## src/hw/rtl/wfa_pkg.sv

```systemverilog
// Package: table sizes, widths, status codes and sequencer states of the worst-fit allocator.
`timescale 1ns / 1ps

package wfa_pkg;

    localparam int FREE_SLOTS = 16;
    localparam int USED_SLOTS = 16;
    localparam int ADDR_WIDTH = 32;

    localparam int FREE_IDX_W = $clog2(FREE_SLOTS);
    localparam int USED_IDX_W = $clog2(USED_SLOTS);

    localparam int OWNER_W  = 16;
    localparam int SIZE_W   = 32;
    localparam int LEN_W    = 32;
    localparam int REG_W    = 32;
    localparam int START_W  = 32;
    localparam int STATUS_W = 2;
    localparam int CFG_IDX_W = 2;

    localparam int IN_BITS  = OWNER_W + SIZE_W;
    localparam int OUT_BITS = STATUS_W + START_W;
    localparam int IN_TDATA_W  = ((IN_BITS + 7) / 8) * 8;
    localparam int OUT_TDATA_W = ((OUT_BITS + 7) / 8) * 8;

    localparam logic [LEN_W-1:0] POOL_LENGTH_RESET = LEN_W'(1048576);

    // configuration register indexes
    localparam logic [CFG_IDX_W-1:0] CFG_POOL_BASE   = CFG_IDX_W'(0);
    localparam logic [CFG_IDX_W-1:0] CFG_POOL_LENGTH = CFG_IDX_W'(1);

    // result status codes
    localparam logic [STATUS_W-1:0] STATUS_OK          = 2'd0;
    localparam logic [STATUS_W-1:0] STATUS_NO_FIT      = 2'd1;
    localparam logic [STATUS_W-1:0] STATUS_RECORD_FULL = 2'd2;
    localparam logic [STATUS_W-1:0] STATUS_BAD_REQUEST = 2'd3;

    // sequencer states
    localparam logic [1:0] ST_IDLE   = 2'd0;
    localparam logic [1:0] ST_SCAN   = 2'd1;
    localparam logic [1:0] ST_COMMIT = 2'd2;

endpackage

```

## src/hw/rtl/worst_fit_allocator.sv

```systemverilog
// Top level: worst-fit allocator with a free-block table scanned by one shared comparator.
`timescale 1ns / 1ps

// Worst-fit allocator. Each item on the s_ side is an allocation request
// (owner id, byte size); each item on the m_ side is its answer (status and
// granted start address, zero unless ok). The free-block table is walked one
// slot per cycle through a single comparator that keeps the largest block
// big enough for the request, lowest start address on a tie; a commit cycle
// then cuts the request off the front of that block, releases the slot when
// it empties and records the grant in the lowest empty allocated-block slot.
// After the accepting edge the sequencer scans all FREE_SLOTS slots, then
// commits, loading the result into the output register that drives m_tvalid,
// and then returns to idle, where the next request can be taken. A new request
// is taken only once the previous one has committed, but a finished result
// may still be waiting in the output register meanwhile; commit waits for
// that register to empty, so a stall on m_tready holds the sequencer in
// commit. Writing pool_base or pool_length reloads both tables at once (free
// slot 0 holds the whole pool, everything else empty); writes are for idle
// periods only.
module worst_fit_allocator (
    input  logic                               aclk,
    input  logic                               aresetn,
    // configuration write port
    input  logic                               cfg_wr_en,
    input  logic [wfa_pkg::CFG_IDX_W-1:0]      cfg_index,
    input  logic [wfa_pkg::REG_W-1:0]          cfg_wr_data,
    // request channel
    input  logic                               s_tvalid,
    output logic                               s_tready,
    input  logic [wfa_pkg::IN_TDATA_W-1:0]     s_tdata,  // owner_id[15:0], request_size[47:16]
    // result channel
    output logic                               m_tvalid,
    input  logic                               m_tready,
    output logic [wfa_pkg::OUT_TDATA_W-1:0]    m_tdata   // status[1:0], block_start[33:2], zero pad
);

    // pool registers
    logic [wfa_pkg::REG_W-1:0] pool_base_reg;
    logic [wfa_pkg::LEN_W-1:0] pool_length_reg;
    logic                      cfg_hit;

    // free-block table
    logic [wfa_pkg::ADDR_WIDTH-1:0] free_base_reg   [wfa_pkg::FREE_SLOTS];
    logic [wfa_pkg::LEN_W-1:0]      free_length_reg [wfa_pkg::FREE_SLOTS];
    logic [wfa_pkg::FREE_SLOTS-1:0] free_valid_reg;

    // allocated-block table (entries only meaningful where valid)
    logic [wfa_pkg::OWNER_W-1:0]    used_owner_mem  [wfa_pkg::USED_SLOTS];
    logic [wfa_pkg::ADDR_WIDTH-1:0] used_base_mem   [wfa_pkg::USED_SLOTS];
    logic [wfa_pkg::SIZE_W-1:0]     used_length_mem [wfa_pkg::USED_SLOTS];
    logic [wfa_pkg::USED_SLOTS-1:0] used_valid_reg;

    // sequencer
    logic [1:0]                     state_reg, state_next;
    logic [wfa_pkg::FREE_IDX_W-1:0] idx_reg;
    logic                           idx_last;

    // request held for the length of the item
    logic [wfa_pkg::OWNER_W-1:0] owner_reg;
    logic [wfa_pkg::SIZE_W-1:0]  size_reg;
    logic                        bad_reg;

    // best candidate so far
    logic                           best_found_reg;
    logic [wfa_pkg::FREE_IDX_W-1:0] best_idx_reg;
    logic [wfa_pkg::ADDR_WIDTH-1:0] best_base_reg;
    logic [wfa_pkg::LEN_W-1:0]      best_len_reg;

    // shared comparator
    logic [wfa_pkg::ADDR_WIDTH-1:0] cand_base;
    logic [wfa_pkg::LEN_W-1:0]      cand_len;
    logic                           cand_fits;
    logic                           cand_better;

    // commit
    logic                           used_free;
    logic [wfa_pkg::USED_IDX_W-1:0] used_slot;
    logic [wfa_pkg::STATUS_W-1:0]   status_next;
    logic                           out_free;
    logic                           commit_go;
    logic                           grant;
    logic [wfa_pkg::LEN_W-1:0]      rem_len;
    logic [wfa_pkg::ADDR_WIDTH-1:0] new_base;

    // output register
    logic                           m_valid_reg;
    logic [wfa_pkg::STATUS_W-1:0]   m_status_reg;
    logic [wfa_pkg::START_W-1:0]    m_start_reg;

    logic in_accept;

    assign s_tready  = (state_reg == wfa_pkg::ST_IDLE);
    assign in_accept = s_tvalid && s_tready;
    assign cfg_hit   = cfg_wr_en &&
                       (cfg_index == wfa_pkg::CFG_POOL_BASE ||
                        cfg_index == wfa_pkg::CFG_POOL_LENGTH);
    assign idx_last  = (idx_reg == wfa_pkg::FREE_IDX_W'(wfa_pkg::FREE_SLOTS - 1));

    // --- one comparator step per scan cycle ---
    assign cand_base = free_base_reg[idx_reg];
    assign cand_len  = free_length_reg[idx_reg];
    assign cand_fits = free_valid_reg[idx_reg] && (cand_len >= size_reg);
    assign cand_better = cand_fits &&
                         (!best_found_reg || (cand_len > best_len_reg) ||
                          ((cand_len == best_len_reg) && (cand_base < best_base_reg)));

    // lowest empty allocated-block slot
    always_comb begin
        used_free = 1'b0;
        used_slot = '0;
        for (int i = wfa_pkg::USED_SLOTS - 1; i >= 0; i--) begin
            if (!used_valid_reg[i]) begin
                used_free = 1'b1;
                used_slot = wfa_pkg::USED_IDX_W'(i);
            end
        end
    end

    // bad_request beats no_fit, which beats record_full
    always_comb begin
        if (bad_reg) begin
            status_next = wfa_pkg::STATUS_BAD_REQUEST;
        end else if (!best_found_reg) begin
            status_next = wfa_pkg::STATUS_NO_FIT;
        end else if (!used_free) begin
            status_next = wfa_pkg::STATUS_RECORD_FULL;
        end else begin
            status_next = wfa_pkg::STATUS_OK;
        end
    end

    assign out_free  = !m_valid_reg || m_tready;
    assign commit_go = (state_reg == wfa_pkg::ST_COMMIT) && out_free;
    assign grant     = commit_go && (status_next == wfa_pkg::STATUS_OK);
    assign rem_len   = best_len_reg - wfa_pkg::LEN_W'(size_reg);
    assign new_base  = best_base_reg + wfa_pkg::ADDR_WIDTH'(size_reg);

    always_comb begin
        state_next = state_reg;
        case (state_reg)
            wfa_pkg::ST_IDLE: begin
                if (in_accept) begin
                    state_next = wfa_pkg::ST_SCAN;
                end
            end
            wfa_pkg::ST_SCAN: begin
                if (idx_last) begin
                    state_next = wfa_pkg::ST_COMMIT;
                end
            end
            wfa_pkg::ST_COMMIT: begin
                if (out_free) begin
                    state_next = wfa_pkg::ST_IDLE;
                end
            end
            default: state_next = wfa_pkg::ST_IDLE;
        endcase
    end

    // control state
    always_ff @(posedge aclk) begin
        if (!aresetn) begin
            state_reg      <= wfa_pkg::ST_IDLE;
            idx_reg        <= '0;
            best_found_reg <= 1'b0;
            m_valid_reg    <= 1'b0;
        end else begin
            state_reg <= state_next;
            if (in_accept) begin
                idx_reg        <= '0;
                best_found_reg <= 1'b0;
            end else if (state_reg == wfa_pkg::ST_SCAN) begin
                idx_reg <= idx_reg + 1'b1;
                if (cand_better) begin
                    best_found_reg <= 1'b1;
                end
            end
            if (commit_go) begin
                m_valid_reg <= 1'b1;
            end else if (m_tready) begin
                m_valid_reg <= 1'b0;
            end
        end
    end

    // request and best-candidate payload
    always_ff @(posedge aclk) begin
        if (in_accept) begin
            owner_reg <= s_tdata[wfa_pkg::OWNER_W-1:0];
            size_reg  <= s_tdata[wfa_pkg::IN_BITS-1:wfa_pkg::OWNER_W];
            bad_reg   <= (s_tdata[wfa_pkg::OWNER_W-1:0] == '0) ||
                         (s_tdata[wfa_pkg::IN_BITS-1:wfa_pkg::OWNER_W] == '0);
        end
        if ((state_reg == wfa_pkg::ST_SCAN) && cand_better) begin
            best_idx_reg  <= idx_reg;
            best_base_reg <= cand_base;
            best_len_reg  <= cand_len;
        end
        if (commit_go) begin
            m_status_reg <= status_next;
            m_start_reg  <= grant ? wfa_pkg::START_W'(best_base_reg) : '0;
        end
    end

    // pool registers and valid bits; a config write reloads both tables
    always_ff @(posedge aclk) begin
        if (!aresetn) begin
            pool_base_reg   <= '0;
            pool_length_reg <= wfa_pkg::POOL_LENGTH_RESET;
            free_valid_reg  <= wfa_pkg::FREE_SLOTS'(1);
            used_valid_reg  <= '0;
        end else if (cfg_hit) begin
            if (cfg_index == wfa_pkg::CFG_POOL_BASE) begin
                pool_base_reg <= cfg_wr_data;
            end else begin
                pool_length_reg <= cfg_wr_data;
            end
            free_valid_reg <= wfa_pkg::FREE_SLOTS'(1);
            used_valid_reg <= '0;
        end else if (grant) begin
            used_valid_reg[used_slot] <= 1'b1;
            if (rem_len == '0) begin
                free_valid_reg[best_idx_reg] <= 1'b0;
            end
        end
    end

    // free-table payload: slot 0 loaded from the pool on reset and config
    always_ff @(posedge aclk) begin
        if (!aresetn) begin
            free_base_reg[0]   <= '0;
            free_length_reg[0] <= wfa_pkg::POOL_LENGTH_RESET;
        end else if (cfg_hit) begin
            if (cfg_index == wfa_pkg::CFG_POOL_BASE) begin
                free_base_reg[0]   <= wfa_pkg::ADDR_WIDTH'(cfg_wr_data);
                free_length_reg[0] <= pool_length_reg;
            end else begin
                free_base_reg[0]   <= wfa_pkg::ADDR_WIDTH'(pool_base_reg);
                free_length_reg[0] <= cfg_wr_data;
            end
        end else if (grant) begin
            free_length_reg[best_idx_reg] <= rem_len;
            free_base_reg[best_idx_reg]   <= (rem_len == '0) ? '0 : new_base;
        end
    end

    // allocated-block records
    always_ff @(posedge aclk) begin
        if (grant) begin
            used_owner_mem[used_slot]  <= owner_reg;
            used_base_mem[used_slot]   <= best_base_reg;
            used_length_mem[used_slot] <= size_reg;
        end
    end

    assign m_tvalid = m_valid_reg;
    assign m_tdata  = wfa_pkg::OUT_TDATA_W'({m_start_reg, m_status_reg});

endmodule

```

## config.mk

```make
export PLATFORM = sky130hd
export DESIGN_NAME = worst_fit_allocator
export DESIGN_NICKNAME = d
export VERILOG_FILES = /design/src/hw/rtl/wfa_pkg.sv /design/src/hw/rtl/worst_fit_allocator.sv
export SDC_FILE = /design/constraint.sdc
export NUM_CORES = 2
export LEC_CHECK = 0
export CORE_ASPECT_RATIO = 0.7
export CORE_MARGIN = 5
export CORE_UTILIZATION = 25
export CTS_CLUSTER_SIZE = 12
export DETAILED_ROUTE_END_ITERATION = 10
export DONT_BUFFER_PORTS = 1
export PLACE_DENSITY_LB_ADDON = 0.15
export SYNTH_ARGS = -nofsm -noshare
export SYNTH_HDL_FRONTEND = slang
export SYNTH_SLANG_ARGS = --single-unit
```

## constraint.sdc

```tcl
create_clock -name aclk -period 20.4 [get_ports aclk]
set_input_delay 4.08 -clock aclk [delete_from_list [all_inputs] [get_ports aclk]]
set_output_delay 4.08 -clock aclk [all_outputs]
set_load 0.05 [all_outputs]
```

==> results.sh <==
export IMPL_grt_antenna_before_repair=9
export IMPL_chipWidth_um=565
export IMPL_worst_path_dominant_cell_family="simple AND/OR/NAND/NOR gates"
export IMPL_route_detailed_wl_per_inst_um=28.0
export IMPL_detailedPlacementHpwl_um=113000
export IMPL_total_switching_power_uw=1300
export IMPL_post_route_worst_setup_slack_ns=12.62
export IMPL_portBuffers=0
export IMPL_cts_buffers=141
export IMPL_fmaxAchievable_mhz=129
export IMPL_launch_point_of_the_worst_hold_path="free_valid_reg[9]$_SDFFE_PP0P_"
export IMPL_synthTopCellsByCount="1159 x sky130_fd_sc_hd__edfxtp_1, 324 x sky130_fd_sc_hd__mux4_2, 212 x sky130_fd_sc_hd__nand2_1"
export IMPL_run_status="completed"
export IMPL_drt_iter0_drc=2908
export IMPL_final_util_pct=29.0
export IMPL_clkPwrFrac_pct=42.4
export IMPL_detailroute_via_count=29900
export IMPL_first_global_vias=29200
export IMPL_post_cts_repair_setup_buffers=0
export IMPL_p_comb_share_pct=7.2
export IMPL_period_needed_ns=7.78
export IMPL_pin_count_of_the_biggest_net_entering_global_routing=124
export IMPL_sequential_area_share_after_synthesis_pct=68.6
export IMPL_powerDensity_nw_per_um2=91.1
export IMPL_synthDominantCellAreaShare_pct=64.6
export IMPL_wl_um=174000
export IMPL_yosys_most_used_dff="sky130_fd_sc_hd__edfxtp_1"
export IMPL_placeableCoreArea_um2=214000
export IMPL_synth_area_leader_cell="sky130_fd_sc_hd__edfxtp_1"
export IMPL_p_int_uw=4360
export IMPL_clockBufferDepth=4
export IMPL_skew_ns=0.0414
export IMPL_postRouteAntennaNets=0
export IMPL_global_route_usage_total_pct=15.1
export IMPL_htreeDepth=4
export IMPL_pre_cts_slack_ns=11.76
export IMPL_total_gr_overflow=0
export IMPL_p_seq_share_pct=50.4
export IMPL_leakage_uw=0.0201
export IMPL_total_power_uw=5660
export IMPL_cts_root_buf="sky130_fd_sc_hd__clkbuf_16"
export IMPL_layout_area_overhead_vs_synth_pct=15.3
export IMPL_cts_tree="built"
export IMPL_detail_route_drc_violations=0
export IMPL_cp_slowest_stage_delay_ns=0.89
export IMPL_detailedRoute_firstPassIterationCount=5
export IMPL_critPathMostFrequentCell="sky130_fd_sc_hd__buf_4"
export IMPL_gp_congestion=0.809
export IMPL_floorplan_die_area_um2=225000
export IMPL_top_ports=129
export IMPL_worst_pin_slew_ns=1.28
export IMPL_wire_length_of_the_first_global_routing_pass_um=240000
export IMPL_clock_sinks=1267
export IMPL_cap_viol_max_count=0
export IMPL_timing_critical_path_to_type="flop"
export IMPL_instance_count_of_the_mapped_netlist=3138
export IMPL_synth_top_cells_by_area="sky130_fd_sc_hd__edfxtp_1 65%, sky130_fd_sc_hd__mux4_2 14%, sky130_fd_sc_hd__dfxtp_1 4.0%"
export IMPL_synth_ff_latch_count=1267
export IMPL_synth_area_per_cell_um2=17.2
export IMPL_worst_hold_path_type="flop to flop"
export IMPL_grt_setup_unrepaired="no"
export IMPL_fin_setup_tns_ns=0
export IMPL_timing_critical_path_from="m_tready"
export IMPL_worst_path_buf_inv=3
export IMPL_post_cts_hold_buffers=0
export IMPL_crit_type="input port to flop"
export IMPL_synth_cell_area_um2=53900
export IMPL_min_period_over_period_pct=38.1
export IMPL_power_share_switching_pct=23.0
export IMPL_route_detailed_vias_per_inst=4.82
export IMPL_finalMaxSlewViolations=0
export IMPL_insertion_delay_ns=0.79
export IMPL_peakVddDrop_v=0.0000631
export IMPL_synth_enable_flop_cells=1159
export IMPL_setup_violations_final=0
export IMPL_die_h_um=398
export IMPL_hold_viol_final=0
export IMPL_post_cts_resize_count=0
export IMPL_rows=142
export IMPL_worstPathCellList="nand2b_1 > nor3b_1 > nor2b_1 > inv_1 > nor2_2 > buf_4 > nand2_1 > nor2_4 > buf_4"
export IMPL_clk_pin_slew_worst_paths_ns=0.06
export IMPL_path_max_fanout=42
export IMPL_synth_most_common_cell="sky130_fd_sc_hd__edfxtp_1"
export IMPL_worstSetupStartpointType="input port"
export IMPL_finish_net_count=3493
export IMPL_synth_async_reset_ratio_pct=0
export IMPL_crit_required_ns=20.77
export IMPL_timing_critical_path_arrival_ns=8.15
export IMPL_layout_drive_gt1_share_pct=20.1
export IMPL_cpMaxStageDelayCell="sky130_fd_sc_hd__buf_4"
export IMPL_hold_worst_slack_ns=0.430
export IMPL_synth_yosys_warnings=0
export IMPL_floorplan_initialDensity_pct=25.2
export IMPL_synth_cell_types=85
export IMPL_maxSlewHeadroom_pct=14.3
export IMPL_n_fill_cell=21300
==> layout by cell type, fill, tap and decap left out, types with 6 or more instances in the layout <==
| master | synthesis | layout |
|---|---|---|
| sky130_fd_sc_hd__ha_1 | 158 | 158 |
| sky130_fd_sc_hd__dfxtp_1 | 108 | 104 |
| sky130_fd_sc_hd__a21oi_1 | 148 | 148 |
| sky130_fd_sc_hd__nor2b_1 | 29 | 28 |
| sky130_fd_sc_hd__buf_4 | 7 | 104 |
| sky130_fd_sc_hd__clkbuf_16 | 0 | 145 |
| sky130_fd_sc_hd__o21ai_1 | 10 | 13 |
| sky130_fd_sc_hd__o31ai_2 | 0 | 8 |
| sky130_fd_sc_hd__o31ai_1 | 24 | 13 |
| sky130_fd_sc_hd__a222oi_1 | 12 | 12 |
| sky130_fd_sc_hd__nand4_1 | 35 | 35 |
| sky130_fd_sc_hd__nor2_1 | 126 | 112 |
| sky130_fd_sc_hd__nand2b_1 | 24 | 23 |
| sky130_fd_sc_hd__mux4_2 | 324 | 324 |
| sky130_fd_sc_hd__o21ai_0 | 69 | 63 |
| sky130_fd_sc_hd__nand3_1 | 29 | 29 |
| sky130_fd_sc_hd__xor2_1 | 19 | 19 |
| sky130_fd_sc_hd__a22oi_1 | 53 | 53 |
| sky130_fd_sc_hd__nand2_1 | 212 | 210 |
| sky130_fd_sc_hd__bufinv_16 | 0 | 6 |
| sky130_fd_sc_hd__nor2_4 | 0 | 13 |
| sky130_fd_sc_hd__nor3_1 | 24 | 19 |
| sky130_fd_sc_hd__conb_1 | 1 | 6 |
| sky130_fd_sc_hd__a21o_1 | 56 | 56 |
| sky130_fd_sc_hd__clkinv_1 | 0 | 12 |
| sky130_fd_sc_hd__xnor2_1 | 27 | 27 |
| sky130_fd_sc_hd__a211oi_1 | 13 | 13 |
| sky130_fd_sc_hd__and3_1 | 10 | 10 |
| sky130_fd_sc_hd__a31oi_1 | 25 | 24 |
| sky130_fd_sc_hd__o32ai_2 | 9 | 9 |
| sky130_fd_sc_hd__nor4_1 | 22 | 21 |
| sky130_fd_sc_hd__and2_1 | 12 | 11 |
| sky130_fd_sc_hd__clkbuf_1 | 105 | 46 |
| sky130_fd_sc_hd__o211ai_1 | 9 | 9 |
| sky130_fd_sc_hd__o21a_1 | 19 | 19 |
| sky130_fd_sc_hd__inv_1 | 132 | 131 |
| sky130_fd_sc_hd__clkinv_2 | 0 | 9 |
| sky130_fd_sc_hd__edfxtp_1 | 1159 | 1159 |
==> layout make-up <==
type	count	area, µm²	area share, %
flip-flops and latches	1267	37000	59.5
repair buffers	106	821	1.32
clock buffers	191	3800	6.12
well taps	2880	3600	5.80
multi-input cells	1598	16100	26.0
diodes	4	10.0	0.0161
inverters	132	498	0.801
clock inverters	32	312	0.501
==> through the flow <==
| stage | cell area (µm²) | instances |
|---|---|---|
| finish | 62200 | 6210 |
| global route | 62100 | 6207 |
| CTS | 62100 | 6206 |
| detailed placement | 58000 | 5983 |
| global placement | 58000 | 5983 |
| floorplan | 53900 | 3143 |
==> layer usage <==
| metal | track usage (%) | wire, µm | part of all wire (%) | up-vias |
|---|---|---|---|---|
| met2 | 22.1 | 74800 | 43 | 853 |
| met1 | 23.3 | 86000 | 49 | 16000 |
| li1 | - | - | - | 12800 |
| met4 | 3.44 | 3770 | 2.2 | 2 |
| met5 | 0 | 12 | 0.0069 | - |
| met3 | 2.69 | 9460 | 5.4 | 206 |
==> worst reg2reg max path: stages, from the launching register on <==
cell                        delay (ns)
sky130_fd_sc_hd__dfxtp_4          0.70
sky130_fd_sc_hd__buf_12           0.50
sky130_fd_sc_hd__buf_4            0.89
sky130_fd_sc_hd__buf_4            0.80
sky130_fd_sc_hd__mux4_2           0.63
sky130_fd_sc_hd__mux4_2           0.59
sky130_fd_sc_hd__ha_1             0.35
sky130_fd_sc_hd__nand4_1          0.13
sky130_fd_sc_hd__nor2_1           0.31
sky130_fd_sc_hd__nand3_1          0.16
sky130_fd_sc_hd__a2111oi_1        0.53
sky130_fd_sc_hd__buf_4            0.25
sky130_fd_sc_hd__o31a_1           0.19
sky130_fd_sc_hd__o21ai_0          0.22
sky130_fd_sc_hd__a31oi_4          0.21
sky130_fd_sc_hd__buf_4            0.53
==> cells by family after synthesis <==
family	count (synthesis)	share of synthesized area, %
AOI/OAI and AO/OA	504	6.35
xor gates and xnor gates	46	0.748
adders and majority gates	160	3.74
buffers and inverters	278	2.05
DFF	1267	68.6
muxes	326	13.6
other	1	0.00696
and+or+nand+nor	556	4.93
==> final timing paths <==
path / to / slack [ns] / cells past startpoint
hold reg to reg: free_valid_reg[9]$_SDFFE_PP0P_ / 0.43 / 2
setup / recovery: free_base_reg[3][11]$_DFFE_PP_ / 12.62 / 9
hold / removal: free_valid_reg[9]$_SDFFE_PP0P_ / 0.43 / 2
setup reg to reg: best_base_reg[3]$_DFFE_PP_ / 12.96 / 15
==> power by group through the flow <==
stage          registers (µW)  clock network, µW  logic, µW
2_1_floorplan            2900                  0        268
3_3_place_gp             2910                  0        411
3_5_place_dp             2910                  0        409
4_1_cts                  2860               2470        411
5_1_grt                  2860               2590        441
6_report                 2860               2400        408
No activity file was read; power rests on OpenSTA's default activity.
